<file path="config.mk">
export PLATFORM = sky130hd
export DESIGN_NAME = stereo_reverb_upsample_fir_top_flat
export DESIGN_NICKNAME = d
export VERILOG_FILES = /design/src/design/srufir_pkg.sv /design/src/design/srufir_in_if.sv /design/src/design/srufir_out_if.sv /design/src/design/srufir_ctrl.sv /design/src/design/srufir_dp.sv /design/src/design/stereo_reverb_upsample_fir_top.sv /design/src/flat_wrapper.sv
export SDC_FILE = /design/constraint.sdc
export NUM_CORES = 2
export LEC_CHECK = 0
export BUFFER_PORTS_ARGS = -buffer_cell sky130_fd_sc_hd__clkbuf_2
export CORE_MARGIN = 2
export CORE_UTILIZATION = 40
export CTS_CLUSTER_SIZE = 8
export DETAILED_ROUTE_END_ITERATION = 16
export PLACE_DENSITY = 0.6
export SLEW_MARGIN = 10
export SYNTH_ARGS = -nofsm -noshare
export SYNTH_HDL_FRONTEND = slang
export SYNTH_HIERARCHICAL = 1
export SYNTH_SLANG_ARGS = --single-unit
</file>
<file path="constraint.sdc">
create_clock -name i_clk -period 6.4 [get_ports i_clk]
set_input_delay 0.64 -clock i_clk [delete_from_list [all_inputs] [get_ports i_clk]]
set_output_delay 0.64 -clock i_clk [all_outputs]
set_load 0.01 [all_outputs]
</file>
<file path="src/design/srufir_pkg.sv">
// Shared types, constants and the coefficient table of the stereo upsampling FIR.
// No dependencies; every other file of the block imports this package.
package srufir_pkg;

    localparam int SAMPLE_W   = 16;
    localparam int RING_DEPTH = 64;
    localparam int ADDR_W     = $clog2(RING_DEPTH);
    localparam int TAP_COUNT  = 39;
    localparam int TAP_W      = 6;
    localparam int LANE_COUNT = 8;
    localparam int LANE_W     = $clog2(LANE_COUNT);
    localparam int PAIR_COUNT = LANE_COUNT / 2;
    localparam int DRAIN_CYC  = 2;

    localparam logic signed [SAMPLE_W-1:0] S16_MAX = 16'sh7FFF;
    localparam logic signed [SAMPLE_W-1:0] S16_MIN = 16'sh8000;

    typedef struct packed {
        logic             in_ready;
        logic             issue;
        logic [TAP_W-1:0] tap;
        logic             pair_en;
        logic             load_out;
    } t_cmd;

    typedef struct packed {
        logic in_valid;
        logic out_free;
    } t_sts;

    // Half-band set doubled and clamped to the signed 16-bit range.
    function automatic logic signed [SAMPLE_W-1:0] up_coef(input logic [TAP_W-1:0] k);
        case (k)
            6'd0:    return -16'sd2;
            6'd2:    return 16'sd4;
            6'd4:    return -16'sd20;
            6'd6:    return 16'sd70;
            6'd8:    return -16'sd206;
            6'd10:   return 16'sd532;
            6'd12:   return -16'sd1232;
            6'd14:   return 16'sd2664;
            6'd16:   return -16'sd5920;
            6'd18:   return 16'sd20492;
            6'd19:   return 16'sd32767;
            6'd20:   return 16'sd20492;
            6'd22:   return -16'sd5920;
            6'd24:   return 16'sd2664;
            6'd26:   return -16'sd1232;
            6'd28:   return 16'sd532;
            6'd30:   return -16'sd206;
            6'd32:   return 16'sd70;
            6'd34:   return -16'sd20;
            6'd36:   return 16'sd4;
            6'd38:   return -16'sd2;
            default: return 16'sd0;
        endcase
    endfunction

endpackage

</file>
<file path="src/design/srufir_in_if.sv">
// Input channel: one stereo sample pair per word, valid/ready handshake.
// Depends on srufir_pkg for the sample width.
interface srufir_in_if import srufir_pkg::*; ();
    logic                       valid;
    logic                       ready;
    logic signed [SAMPLE_W-1:0] in_left;
    logic signed [SAMPLE_W-1:0] in_right;

    modport source (output valid, output in_left, output in_right, input ready);
    modport sink   (input valid, input in_left, input in_right, output ready);
endinterface

</file>
<file path="src/design/srufir_out_if.sv">
// Output channel: one filtered stereo pair per word, valid/ready handshake.
// Depends on srufir_pkg for the sample width.
interface srufir_out_if import srufir_pkg::*; ();
    logic                       valid;
    logic                       ready;
    logic signed [SAMPLE_W-1:0] out_left;
    logic signed [SAMPLE_W-1:0] out_right;

    modport source (output valid, output out_left, output out_right, input ready);
    modport sink   (input valid, input out_left, input out_right, output ready);
endinterface

</file>
<file path="src/design/srufir_ctrl.sv">
// Sequencer of the FIR: walks the taps, drains the pipeline and runs the lane sum.
// Depends on srufir_pkg for the command and status structs.
module srufir_ctrl import srufir_pkg::*; (
    input  logic i_clk,
    input  logic i_rst_n,
    input  t_sts i_sts,
    output t_cmd o_cmd
);

    typedef enum logic [4:0] {
        S_IDLE  = 5'b00001,
        S_RUN   = 5'b00010,
        S_DRAIN = 5'b00100,
        S_SUM1  = 5'b01000,
        S_SUM2  = 5'b10000
    } t_state;

    localparam logic [TAP_W-1:0] LAST_TAP   = TAP_W'(TAP_COUNT - 1);
    localparam logic [TAP_W-1:0] LAST_DRAIN = TAP_W'(DRAIN_CYC - 1);

    t_state           r_state, n_state;
    logic [TAP_W-1:0] r_tap, n_tap;

    always_comb begin
        n_state        = r_state;
        n_tap          = r_tap;
        o_cmd.in_ready = 1'b0;
        o_cmd.issue    = 1'b0;
        o_cmd.tap      = r_tap;
        o_cmd.pair_en  = 1'b0;
        o_cmd.load_out = 1'b0;
        unique case (r_state)
            S_IDLE: begin
                o_cmd.in_ready = 1'b1;
                if (i_sts.in_valid) begin
                    n_state = S_RUN;
                    n_tap   = '0;
                end
            end
            S_RUN: begin
                o_cmd.issue = 1'b1;
                if (r_tap == LAST_TAP) begin
                    n_state = S_DRAIN;
                    n_tap   = '0;
                end else begin
                    n_tap = r_tap + 1'b1;
                end
            end
            S_DRAIN: begin
                if (r_tap == LAST_DRAIN) begin
                    n_state = S_SUM1;
                end else begin
                    n_tap = r_tap + 1'b1;
                end
            end
            S_SUM1: begin
                o_cmd.pair_en = 1'b1;
                n_state       = S_SUM2;
            end
            S_SUM2: begin
                if (i_sts.out_free) begin
                    o_cmd.load_out = 1'b1;
                    n_state        = S_IDLE;
                end
            end
            default: begin
                n_state = S_IDLE;
            end
        endcase
    end

    always_ff @(posedge i_clk) begin
        if (!i_rst_n) begin
            r_state <= S_IDLE;
            r_tap   <= '0;
        end else begin
            r_state <= n_state;
            r_tap   <= n_tap;
        end
    end

    a_accept_starts_run: assert property (@(posedge i_clk) disable iff (!i_rst_n)
        (r_state == S_IDLE) && i_sts.in_valid |=> (r_state == S_RUN) && (r_tap == '0))
        else $error("accepted word did not start the tap walk at tap zero");

    a_tap_in_range: assert property (@(posedge i_clk) disable iff (!i_rst_n)
        (r_state == S_RUN) |-> (r_tap <= LAST_TAP))
        else $error("tap index ran past the last tap");

endmodule

</file>
<file path="src/design/srufir_dp.sv">
// Datapath of the FIR: delay rings, shared multiply per channel, lanes and output register.
// Depends on srufir_pkg, srufir_in_if and srufir_out_if.
module srufir_dp import srufir_pkg::*; (
    input  logic          i_clk,
    input  logic          i_rst_n,
    input  t_cmd          i_cmd,
    output t_sts          o_sts,
    srufir_in_if.sink     i_in,
    srufir_out_if.source  o_out
);

    localparam logic [ADDR_W-1:0] START_OFS = ADDR_W'(TAP_COUNT);

    function automatic logic signed [SAMPLE_W-1:0] sat16(input logic signed [18:0] v);
        if (v > 19'(S16_MAX)) return S16_MAX;
        if (v < 19'(S16_MIN)) return S16_MIN;
        return v[SAMPLE_W-1:0];
    endfunction

    // Rounded doubling multiply-high of a 32-bit product.
    function automatic logic signed [SAMPLE_W-1:0] rnd_mulh(input logic signed [31:0] p);
        logic signed [33:0] v;
        v = (34'(p) <<< 1) + 34'sd32768;
        return sat16(19'($signed(v[33:16])));
    endfunction

    logic signed [SAMPLE_W-1:0] r_ring_l [RING_DEPTH];
    logic signed [SAMPLE_W-1:0] r_ring_r [RING_DEPTH];
    logic [RING_DEPTH-1:0]      r_valid;
    logic [ADDR_W-1:0]          r_wp;

    logic signed [SAMPLE_W-1:0] r_rd_l, r_rd_r;
    logic                       r_rv;
    logic                       r_v1, r_v2;
    logic [TAP_W-1:0]           r_k1;
    logic [LANE_W-1:0]          r_k2;
    logic signed [31:0]         r_prod_l, r_prod_r;
    logic signed [SAMPLE_W-1:0] r_lane_l [LANE_COUNT];
    logic signed [SAMPLE_W-1:0] r_lane_r [LANE_COUNT];
    logic signed [SAMPLE_W:0]   r_pair_l [PAIR_COUNT];
    logic signed [SAMPLE_W:0]   r_pair_r [PAIR_COUNT];
    logic                       r_out_vld;
    logic signed [SAMPLE_W-1:0] r_out_l, r_out_r;

    logic                       in_fire;
    logic [ADDR_W-1:0]          rd_addr;
    logic signed [SAMPLE_W-1:0] s_l, s_r, coef;
    logic signed [SAMPLE_W-1:0] p_l, p_r;
    logic signed [18:0]         total_l, total_r;

    assign in_fire    = i_cmd.in_ready && i_in.valid;
    assign i_in.ready = i_cmd.in_ready;
    assign rd_addr    = r_wp + ADDR_W'(i_cmd.tap) - START_OFS;

    assign s_l  = r_rv ? r_rd_l : '0;
    assign s_r  = r_rv ? r_rd_r : '0;
    assign coef = up_coef(r_k1);
    assign p_l  = rnd_mulh(r_prod_l);
    assign p_r  = rnd_mulh(r_prod_r);

    always_comb begin
        total_l = '0;
        total_r = '0;
        for (int j = 0; j < PAIR_COUNT; j++) begin
            total_l = total_l + 19'(r_pair_l[j]);
            total_r = total_r + 19'(r_pair_r[j]);
        end
    end

    // Ring memories: one write and one registered read per cycle.
    always_ff @(posedge i_clk) begin
        if (in_fire) begin
            r_ring_l[r_wp] <= i_in.in_left;
            r_ring_r[r_wp] <= i_in.in_right;
        end
        r_rd_l <= r_ring_l[rd_addr];
        r_rd_r <= r_ring_r[rd_addr];
    end

    always_ff @(posedge i_clk) begin
        if (!i_rst_n) begin
            r_wp      <= '0;
            r_valid   <= '0;
            r_v1      <= 1'b0;
            r_v2      <= 1'b0;
            r_out_vld <= 1'b0;
        end else begin
            if (in_fire) begin
                r_wp          <= r_wp + 1'b1;
                r_valid[r_wp] <= 1'b1;
            end
            r_v1 <= i_cmd.issue;
            r_v2 <= r_v1;
            if (i_cmd.load_out) begin
                r_out_vld <= 1'b1;
            end else if (o_out.ready) begin
                r_out_vld <= 1'b0;
            end
        end
    end

    always_ff @(posedge i_clk) begin
        r_rv     <= r_valid[rd_addr];
        r_k1     <= i_cmd.tap;
        r_k2     <= r_k1[LANE_W-1:0];
        r_prod_l <= 32'(s_l) * 32'(coef);
        r_prod_r <= 32'(s_r) * 32'(coef);
        if (in_fire) begin
            for (int j = 0; j < LANE_COUNT; j++) begin
                r_lane_l[j] <= '0;
                r_lane_r[j] <= '0;
            end
        end else if (r_v2) begin
            r_lane_l[r_k2] <= sat16(19'(r_lane_l[r_k2]) + 19'(p_l));
            r_lane_r[r_k2] <= sat16(19'(r_lane_r[r_k2]) + 19'(p_r));
        end
        if (i_cmd.pair_en) begin
            for (int j = 0; j < PAIR_COUNT; j++) begin
                r_pair_l[j] <= 17'(r_lane_l[2*j]) + 17'(r_lane_l[2*j+1]);
                r_pair_r[j] <= 17'(r_lane_r[2*j]) + 17'(r_lane_r[2*j+1]);
            end
        end
        if (i_cmd.load_out) begin
            r_out_l <= sat16(total_l);
            r_out_r <= sat16(total_r);
        end
    end

    assign o_out.valid     = r_out_vld;
    assign o_out.out_left  = r_out_l;
    assign o_out.out_right = r_out_r;

    assign o_sts.in_valid = i_in.valid;
    assign o_sts.out_free = !r_out_vld || o_out.ready;

    a_no_accept_mid_walk: assert property (@(posedge i_clk) disable iff (!i_rst_n)
        r_v1 || r_v2 |-> !i_cmd.in_ready)
        else $error("input taken while taps were still in the pipeline");

    a_load_only_when_free: assert property (@(posedge i_clk) disable iff (!i_rst_n)
        i_cmd.load_out |-> (!r_out_vld || o_out.ready))
        else $error("output register overwritten before its word was taken");

endmodule

</file>
<file path="src/design/stereo_reverb_upsample_fir_top.sv">
// Top level of the stereo half-band upsampling FIR.
// Depends on srufir_pkg, srufir_in_if, srufir_out_if, srufir_ctrl and srufir_dp.
//
// Usage:
//   i_in carries one stereo sample pair per word. Each accepted word is written
//   into a 64-entry delay ring per channel, then the 39 newest samples of each
//   channel are filtered by the half-band coefficients, one tap per cycle on a
//   multiplier per channel, into eight saturating lanes that are summed at the end.
//   o_out carries the filtered pair, one word per accepted input word.
// Sequence:
//   A word accepted on i_in is filtered in order by the tap walk, a drain of the
//   pipeline (ring read, product and lane registers) and the lane summation (pair
//   sums, then the total into the output register). No new word is taken until
//   the result of the previous one has been loaded into the output register.
//   i_in.ready is high only while the block waits for a new word.
// Reset:
//   i_rst_n is synchronous and active low. It empties the rings (per-entry valid
//   bits make unwritten entries read as zero), clears the write pointer and drops
//   o_out.valid. No clearing pass is needed, so the block is ready right after reset.
// Stalls:
//   The result sits in an output register, so a new word is accepted while it
//   waits. If the previous result is still not taken when the next one is done,
//   the block holds the new result internally and stops accepting until it moves.
module stereo_reverb_upsample_fir_top import srufir_pkg::*; (
    input  logic         i_clk,
    input  logic         i_rst_n,
    srufir_in_if.sink    i_in,
    srufir_out_if.source o_out
);

    t_cmd cmd;
    t_sts sts;

    // Sequencer: owns the tap counter and the phases of one filter run.
    srufir_ctrl u_ctrl (
        .i_clk   (i_clk),
        .i_rst_n (i_rst_n),
        .i_sts   (sts),
        .o_cmd   (cmd)
    );

    // Datapath: rings, multiplies, lanes and the output register.
    srufir_dp u_dp (
        .i_clk   (i_clk),
        .i_rst_n (i_rst_n),
        .i_cmd   (cmd),
        .o_sts   (sts),
        .i_in    (i_in),
        .o_out   (o_out)
    );

endmodule
</file>
<file path="src/flat_wrapper.sv">
// flat-port wrapper written by rule: the top's interface ports become plain ports
module stereo_reverb_upsample_fir_top_flat import srufir_pkg::*;
  (i_clk, i_rst_n, i_in_valid, i_in_in_left, i_in_in_right, i_in_ready, o_out_valid, o_out_out_left, o_out_out_right, o_out_ready);
  srufir_in_if i_in_i ();
  srufir_out_if o_out_i ();
  input  logic i_clk;
  input  logic i_rst_n;
  input wire logic [$bits(i_in_i.valid)-1:0] i_in_valid;
  input wire logic [$bits(i_in_i.in_left)-1:0] i_in_in_left;
  input wire logic [$bits(i_in_i.in_right)-1:0] i_in_in_right;
  output wire logic [$bits(i_in_i.ready)-1:0] i_in_ready;
  output wire logic [$bits(o_out_i.valid)-1:0] o_out_valid;
  output wire logic [$bits(o_out_i.out_left)-1:0] o_out_out_left;
  output wire logic [$bits(o_out_i.out_right)-1:0] o_out_out_right;
  input wire logic [$bits(o_out_i.ready)-1:0] o_out_ready;
  assign i_in_i.valid = i_in_valid;
  assign i_in_i.in_left = i_in_in_left;
  assign i_in_i.in_right = i_in_in_right;
  assign i_in_ready = i_in_i.ready;
  assign o_out_valid = o_out_i.valid;
  assign o_out_out_left = o_out_i.out_left;
  assign o_out_out_right = o_out_i.out_right;
  assign o_out_i.ready = o_out_ready;
  stereo_reverb_upsample_fir_top u_core (.i_clk(i_clk), .i_rst_n(i_rst_n), .i_in(i_in_i), .o_out(o_out_i));
endmodule
</file>
; ---- Yosys cells after proc, flatten, opt, wreduce, memory -nomap -nowiden
; Memories as Yosys holds them, arrays and structs flattened. A register that Yosys moved wholly into a read port is not among the register bits.
; Cells that the tools add are included.
[totals]
inputBits = 36
n_memories = 7
mem_bits_rw = 2440
word_cells = 176
out_inout_bits = 34
ff_bits = 190
rom_bits = 1024
[mem_list]
columns = name, words, width, rd, rd_clocked_by_memory_dff, write_ports, line_no
row1 = (name not given), 64, 16, 1, 1, 0, srufir_pkg.sv:33  ; case (k)
row2 = u_core.u_dp.r_ring_l, 64, 16, 1, 1, 1, srufir_dp.sv:27  ; logic signed [SAMPLE_W-1:0] r_ring_l [RING_DEPTH];
row3 = u_core.u_dp.r_ring_r, 64, 16, 1, 1, 1, srufir_dp.sv:28  ; logic signed [SAMPLE_W-1:0] r_ring_r [RING_DEPTH];
row4 = u_core.u_dp.r_lane_l, 8, 16, 9, 1, 8, srufir_dp.sv:38  ; logic signed [SAMPLE_W-1:0] r_lane_l [LANE_COUNT];
row5 = u_core.u_dp.r_lane_r, 8, 16, 9, 1, 8, srufir_dp.sv:39  ; logic signed [SAMPLE_W-1:0] r_lane_r [LANE_COUNT];
row6 = u_core.u_dp.r_pair_l, 4, 17, 4, 0, 4, srufir_dp.sv:40  ; logic signed [SAMPLE_W:0] r_pair_l [PAIR_COUNT];
row7 = +1 memories, --, --, --, --, --, --
[classes]
n_eq_ne = 12
mul = 2
mux = 93
n_lt_le_gt_ge = 15
n_reduce_logical = 10
bitwise = 1
add_sub_neg = 22
[op_table]
columns = operator, n
row1 = two-way mux 16 bit, 32
row2 = adder 16 x 16 -> 17 bit, 10
row3 = "adder 33 x 17 -> 34 bit, second input constant", 2
row4 = multiplier 16 x 16 -> 32 bit, 2
row5 = OR 64 bit, 1
row6 = two-way mux 1 bit, 48
row7 = adder 18 x 17 -> 19 bit, 2
row8 = adder 19 x 17 -> 19 bit, 2
row9 = "greater-than comparator 19 x 16 -> 1 bit, second input constant", 2
row10 = "< comparator 19 x 16 -> 1 bit, second input constant", 2
row11 = adder 17 x 17 -> 18 bit, 2
row12 = "greater-than comparator 18 x 16 -> 1 bit, second input constant", 2
row13 = "< comparator 18 x 16 -> 1 bit, second input constant", 2
row14 = "greater-than comparator 17 x 16 -> 1 bit, second input constant", 2
row15 = "< comparator 17 x 16 -> 1 bit, second input constant", 2
row16 = OR reduction 16 bit, 2
row17 = one-hot mux 5 bit (5 select lines), 1
row18 = two-way mux 5 bit, 4
row19 = two-way mux 6 bit, 3
row20 = one-hot mux 6 bit (3 select lines), 1
row21 = "< comparator 6 x 7 -> 1 bit, second input constant", 2
row22 = "adder 6 x 1 -> 6 bit, second input constant", 2
row23 = "inequality test 2 bit, second input constant", 4
row24 = adder 6 bit, 1
row25 = 20 further kinds, 22

; ---- Depth between registers and ports, before layout
[depth]
word_depth = 19
ltp_mapped = 27

; ---- Modules after synthesis
; Netlist, hierarchy kept.
[by_module_without_submodules]
columns = mod, instances, cells_each, area_each_um2
row1 = srufir_dp, 1, 7886, 128005.3
row2 = srufir_ctrl, 1, 85, 669.4

; ---- Worst setup path before layout
; Ideal clock, no wire load.
[synth_timing]
kind = register to register
start = register u_core.u_dp.r_rv
end = register u_core.u_dp.r_prod_r[31]
setup_ps = 121
arrival_time_ps = 6600
synth_period_minus_slack_ps = 6720
path_buffers = 4
slack_ps = -320
required_ps = 6279
stages_incl_launch_ff = 27
cell_sequence = dfxtp_1 > clkbuf_1 > clkbuf_1 > clkbuf_1 > clkbuf_1 > nand3_1 > fa_1 > inv_1 > fa_1 > inv_1 > fa_1 > inv_1 > fa_1 > inv_1 > fa_1 > inv_1 > fa_1 > ha_1 > a21o_1 > nand2_1 > a21oi_1 > o41a_1 > o31a_1 > a221o_1 > a31oi_1 > o21bai_1 > xnor2_1
[synth_via]
elab_chain_len = 2
[synth_rtl]
columns = element, line_no
row1 = start: declaration, srufir_dp.sv:33  ; logic r_rv;
row2 = start signal: assignment, srufir_dp.sv:103  ; r_rv <= r_valid[rd_addr];
row3 = two-way mux 16 bit, srufir_dp.sv:56  ; assign s_r = r_rv ? r_rd_r : '0;
row4 = multiplier 16 x 16 -> 32 bit, srufir_dp.sv:107  ; r_prod_r <= 32'(s_r) * 32'(coef);
row5 = end signal: assignment, srufir_dp.sv:107
row6 = end: declaration, srufir_dp.sv:37  ; logic signed [31:0] r_prod_l, r_prod_r;
; Every way passes these cells.
; A chain may end at the register's enable or synchronous reset.

; ---- Final worst setup path
[layout_timing]
start = register u_core.u_dp.r_rv
end = register u_core.u_dp.r_prod_l[31]
[layout_via]
elab_chain_len = 2
[layout_rtl]
columns = element, line_no
row1 = two-way mux 16 bit, srufir_dp.sv:55  ; assign s_l = r_rv ? r_rd_l : '0;
row2 = multiplier 16 x 16 -> 32 bit, srufir_dp.sv:106  ; r_prod_l <= 32'(s_l) * 32'(coef);
row3 = end signal: assignment, srufir_dp.sv:106
row4 = end: declaration, srufir_dp.sv:37
; Every way passes these cells.

==> metrics.yaml <==
die:
  coreArea_sq_um: 320600
  start_util_pct: 40.13
  die-width_um: 571.2
  die_area_sq_um: 326200
  die_h_um: 571.2
  rows: 208
  ios: 70
grt:
  grt_pass1_vias: 75185
  grt_max_degree: 135
  grt-ovfl-total: 0
  antenna_found_initial: 17
  grt.total_usage_pct: 20.95
  grt_pass1_wl_um: 505600
synth:
  ys.flop_type: "edfxtp_1"
  synthArstFlopShare_pct: 0
  ys_types: 84
  yosysSeqAreaShare_pct: 60.40
  synthTopCellsByCount: "edfxtp_1 (2,472), inv_1 (692), mux4_2 (681)"
  ys_seq_elements: 2646
  synthesis.area_sq_um: 128700
  synth.avg_cell_area_sq_um: 16.14
  yosys.area.top_type_share_pct: 57.69
  synth_edf_count: 2472
  synth_nets: 8983
  synth_area_leaders: "edfxtp_1 (58%), mux4_2 (12%), fa_1 (9.4%)"
  synth_cells: 7971
  yosys_warnings: 6
  yosysMostFrequentCell: "edfxtp_1"
  yosysTopAreaCell: "edfxtp_1"
routing:
  vias_per_cell: 5.604
  drtPass1Iterations: 6
  vias: 72644
  drt-initial-drc-count: 7182
  drtAntennaViolNets: 0
  drc: 0
  avgRoutedWirePerCell_um: 26.53
  drt_wl_total_um: 343900
clock_tree:
  cts_max_path_buffers: 4
  cts.sinks: 2646
  root_buffer: "clkbuf_16"
  cts_tree: "built"
  clk_pin_slew_worst_paths_ns: 0.05
  cts_buffers: 370
  clock_latency_ns: 0.96
  cts_htree_levels: 5
power:
  p_seq_share_pct: 37.6
  p_switching_uw: 16620
  p_clk_share_pct: 33.2
  pwr-share-comb_pct: 29.2
  swShare_pct: 31.02
  powerDensity_nw_per_um2: 361.0
  totalPowerFinal_uw: 53580
  power.leakage_uw: 0.05304
  vdd_drop_max_uv: 443.0
  p_int_uw: 36960
final_layout:
  fin_cells: 12964
  finalNetCount: 9499
  fill_cells: 27548
  drive_above_1_share_pct: 20.65
  syn_to_final_growth_pct: 15.35
  final_cell_area_sq_um: 148400
status:
  violations: "negative setup slack"
  run_status: "finished with violations"
setup_path:
  cp-start-kind: "flop"
  critPathArrivalTime_ns: 7.19
  cp_slowest_cell: "fa_1"
  cp_data_required_time_ns: 7.17
  critical_path_class: "flop to flop"
  endpoint_kind: "flop"
  cpMostUsedCell: "fa_1"
  crit_family: "adder cells"
  path_cells: "buf_12, and2_4, nand2_4, fa_1, inv_2, fa_1, inv_2, fa_1, inv_2, fa_1, inv_1, fa_1, inv_1, fa_1, ha_4, a21o_1, a21o_1, nor4bb_4, a21oi_4, a21oi_2, o211ai_1, a31o_2, a21oi_2, xnor2_1"
  slowest_delay_ns: 0.58
  worst-path-max-fanout: 6
  cp.buffers_inverters: 6
place:
  dpl.hpwl_um: 223100
  port_buffers: 69
  gp_congestion: 0.9235
  place_area_sq_um: 137400
  placed_cells: 12400
timing:
  fmax_ghz: 0.1558
  min_period_ns: 6.420
  worstMarginPinSlew_ns: 1.224
  hold-worst-slack_ns: 0.09767
  worst_slack_ns: -0.01975
  fin_worst_skew_ns: 0.1239
  max_slew_margin_pct: 18.12
  hold_violations: 0
  finalMaxSlewViolations: 0
  min_period_over_period_pct: 100.3
  setup_viol: 2
  rsz0062_at_grt: "yes"
  tns_ns: -0.02691
worst_hold_path:
  worstHoldPathType: "input pin to flop"
job:
  drv_cap: 0
-- worst paths after layout --
kind                                            start  slack (ns)  depth (start not counted)                               endpoint
setup / recovery             u_core/u_dp/r_rv$_DFF_P_       -0.02                         24       u_core/u_dp/r_prod_l[31]$_DFF_P_
hold reg to reg   u_core/u_dp/r_valid[4]$_SDFFE_PN0P_        0.46                          1    u_core/u_dp/r_valid[4]$_SDFFE_PN0P_
hold / removal                             i_in_valid         0.1                          3  u_core/u_ctrl/r_state[1]$_SDFFE_PN0P_
setup reg to reg             u_core/u_dp/r_rv$_DFF_P_       -0.02                         24       u_core/u_dp/r_prod_l[31]$_DFF_P_
-- sequential cells by signal (all words and copies together), names as in the netlist, 15 cells and up --
| register | flops |
|---|---|
| u_core/u_dp/r_pair_r | 68 |
| u_core/u_dp/r_ring_l | 1024 |
| u_core/u_dp/o_out.out_left | 16 |
| u_core/u_dp/r_prod_l | 18 |
| u_core/u_dp/r_lane_r | 128 |
| u_core/u_dp/r_rd_l | 16 |
| u_core/u_dp/r_pair_l | 68 |
| u_core/u_dp/coef | 15 |
| u_core/u_dp/r_rd_r | 16 |
| u_core/u_dp/o_out.out_right | 16 |
| u_core/u_dp/r_ring_r | 1024 |
| u_core/u_dp/r_lane_l | 128 |
| u_core/u_dp/r_prod_r | 18 |
| u_core/u_dp/r_valid | 64 |
-- worst reg2reg max path, delay by kind of cell (launching register included) --
kind,cells,cell delay [ns]
DFF,1,0.42
AOI/OAI and AO/OA,7,1.31
buffers and inverters,6,0.40
xor gates and xnor gates,1,0.08
and+or+nand+nor,3,0.59
adders and majority gates,7,3.42
-- cell families (layout without fill, tap and decap cells) --
family | count (synthesis) | in the layout | share of synthesized area, %
AOI/OAI and AO/OA | 802 | 802 | 4.062
xor gates and xnor gates | 241 | 241 | 1.646
adders and majority gates | 977 | 977 | 13.02
buffers and inverters | 1053 | 1735 | 3.121
DFF | 2646 | 2646 | 60.40
muxes | 686 | 686 | 11.96
other | 0 | 6 | 0
and+or+nand+nor | 1566 | 1566 | 5.800
-- per-layer routing --
metal | vias to the layer above | track usage, % | routed length [um]
met1 | 38453 | 28.37 | 141800
met2 | 2665 | 35.25 | 170400
li1 | 30977 | - | -
met5 | - | 0 | 35
met4 | 6 | 5.856 | 9397
met3 | 543 | 3.036 | 22230
-- through the flow --
| step | util [%] | setup WS [ns] |
|---|---|---|
| 6_report | 46.29 | -0.01975 |
| 5_1_grt | 46.29 | -0.1918 |
| 4_1_cts | 46.12 | -0.02540 |
| 3_5_place_dp | 42.85 | -0.2149 |
| 3_3_place_gp | 42.85 | -0.2049 |
| 2_1_floorplan | - | 0.01092 |
-- cells in the final DEF (no fill, tap or decap), types with 172 or more instances in the layout --
cell type	instances
dfxtp_1	172
a21oi_1	175
mux4_2	681
buf_4	366
clkbuf_16	377
nor2_1	397
ha_1	363
nand2_1	404
and3_1	262
fa_1	592
inv_1	683
edfxtp_1	2472
-- final cells by class --
cell class	count	area, sq um	area share [%]
Tap cell	4305	5386	3.629
Antenna cell	6	15.01	0.01012
Sequential cell	2646	77720	52.36
Timing Repair Buffer	504	4428	2.983
Clock buffer	509	9844	6.633
Inverter	693	2601	1.753
Multi-Input combinational cell	4272	47840	32.23
Clock inverter	29	591.8	0.3987
-- power by group through the flow --
stage	logic (uW)	clock network (uW)	registers, uW
2_1_floorplan	10100	0	20200
3_3_place_gp	15400	0	20400
3_5_place_dp	15600	0	20500
4_1_cts	15600	18100	20100
5_1_grt	16800	18900	20200
6_report	15600	17800	20100
-- repair_timing --
action	CTS	global route
buffers inserted	3	14
gates resized for setup	11	93
gates cloned	0	5
pin swaps	6	48
hold buffers	0	0
endpoints found under the hold margin	0	0
endpoints found under the setup margin	14	27
Power figures use the tool's default switching activity.
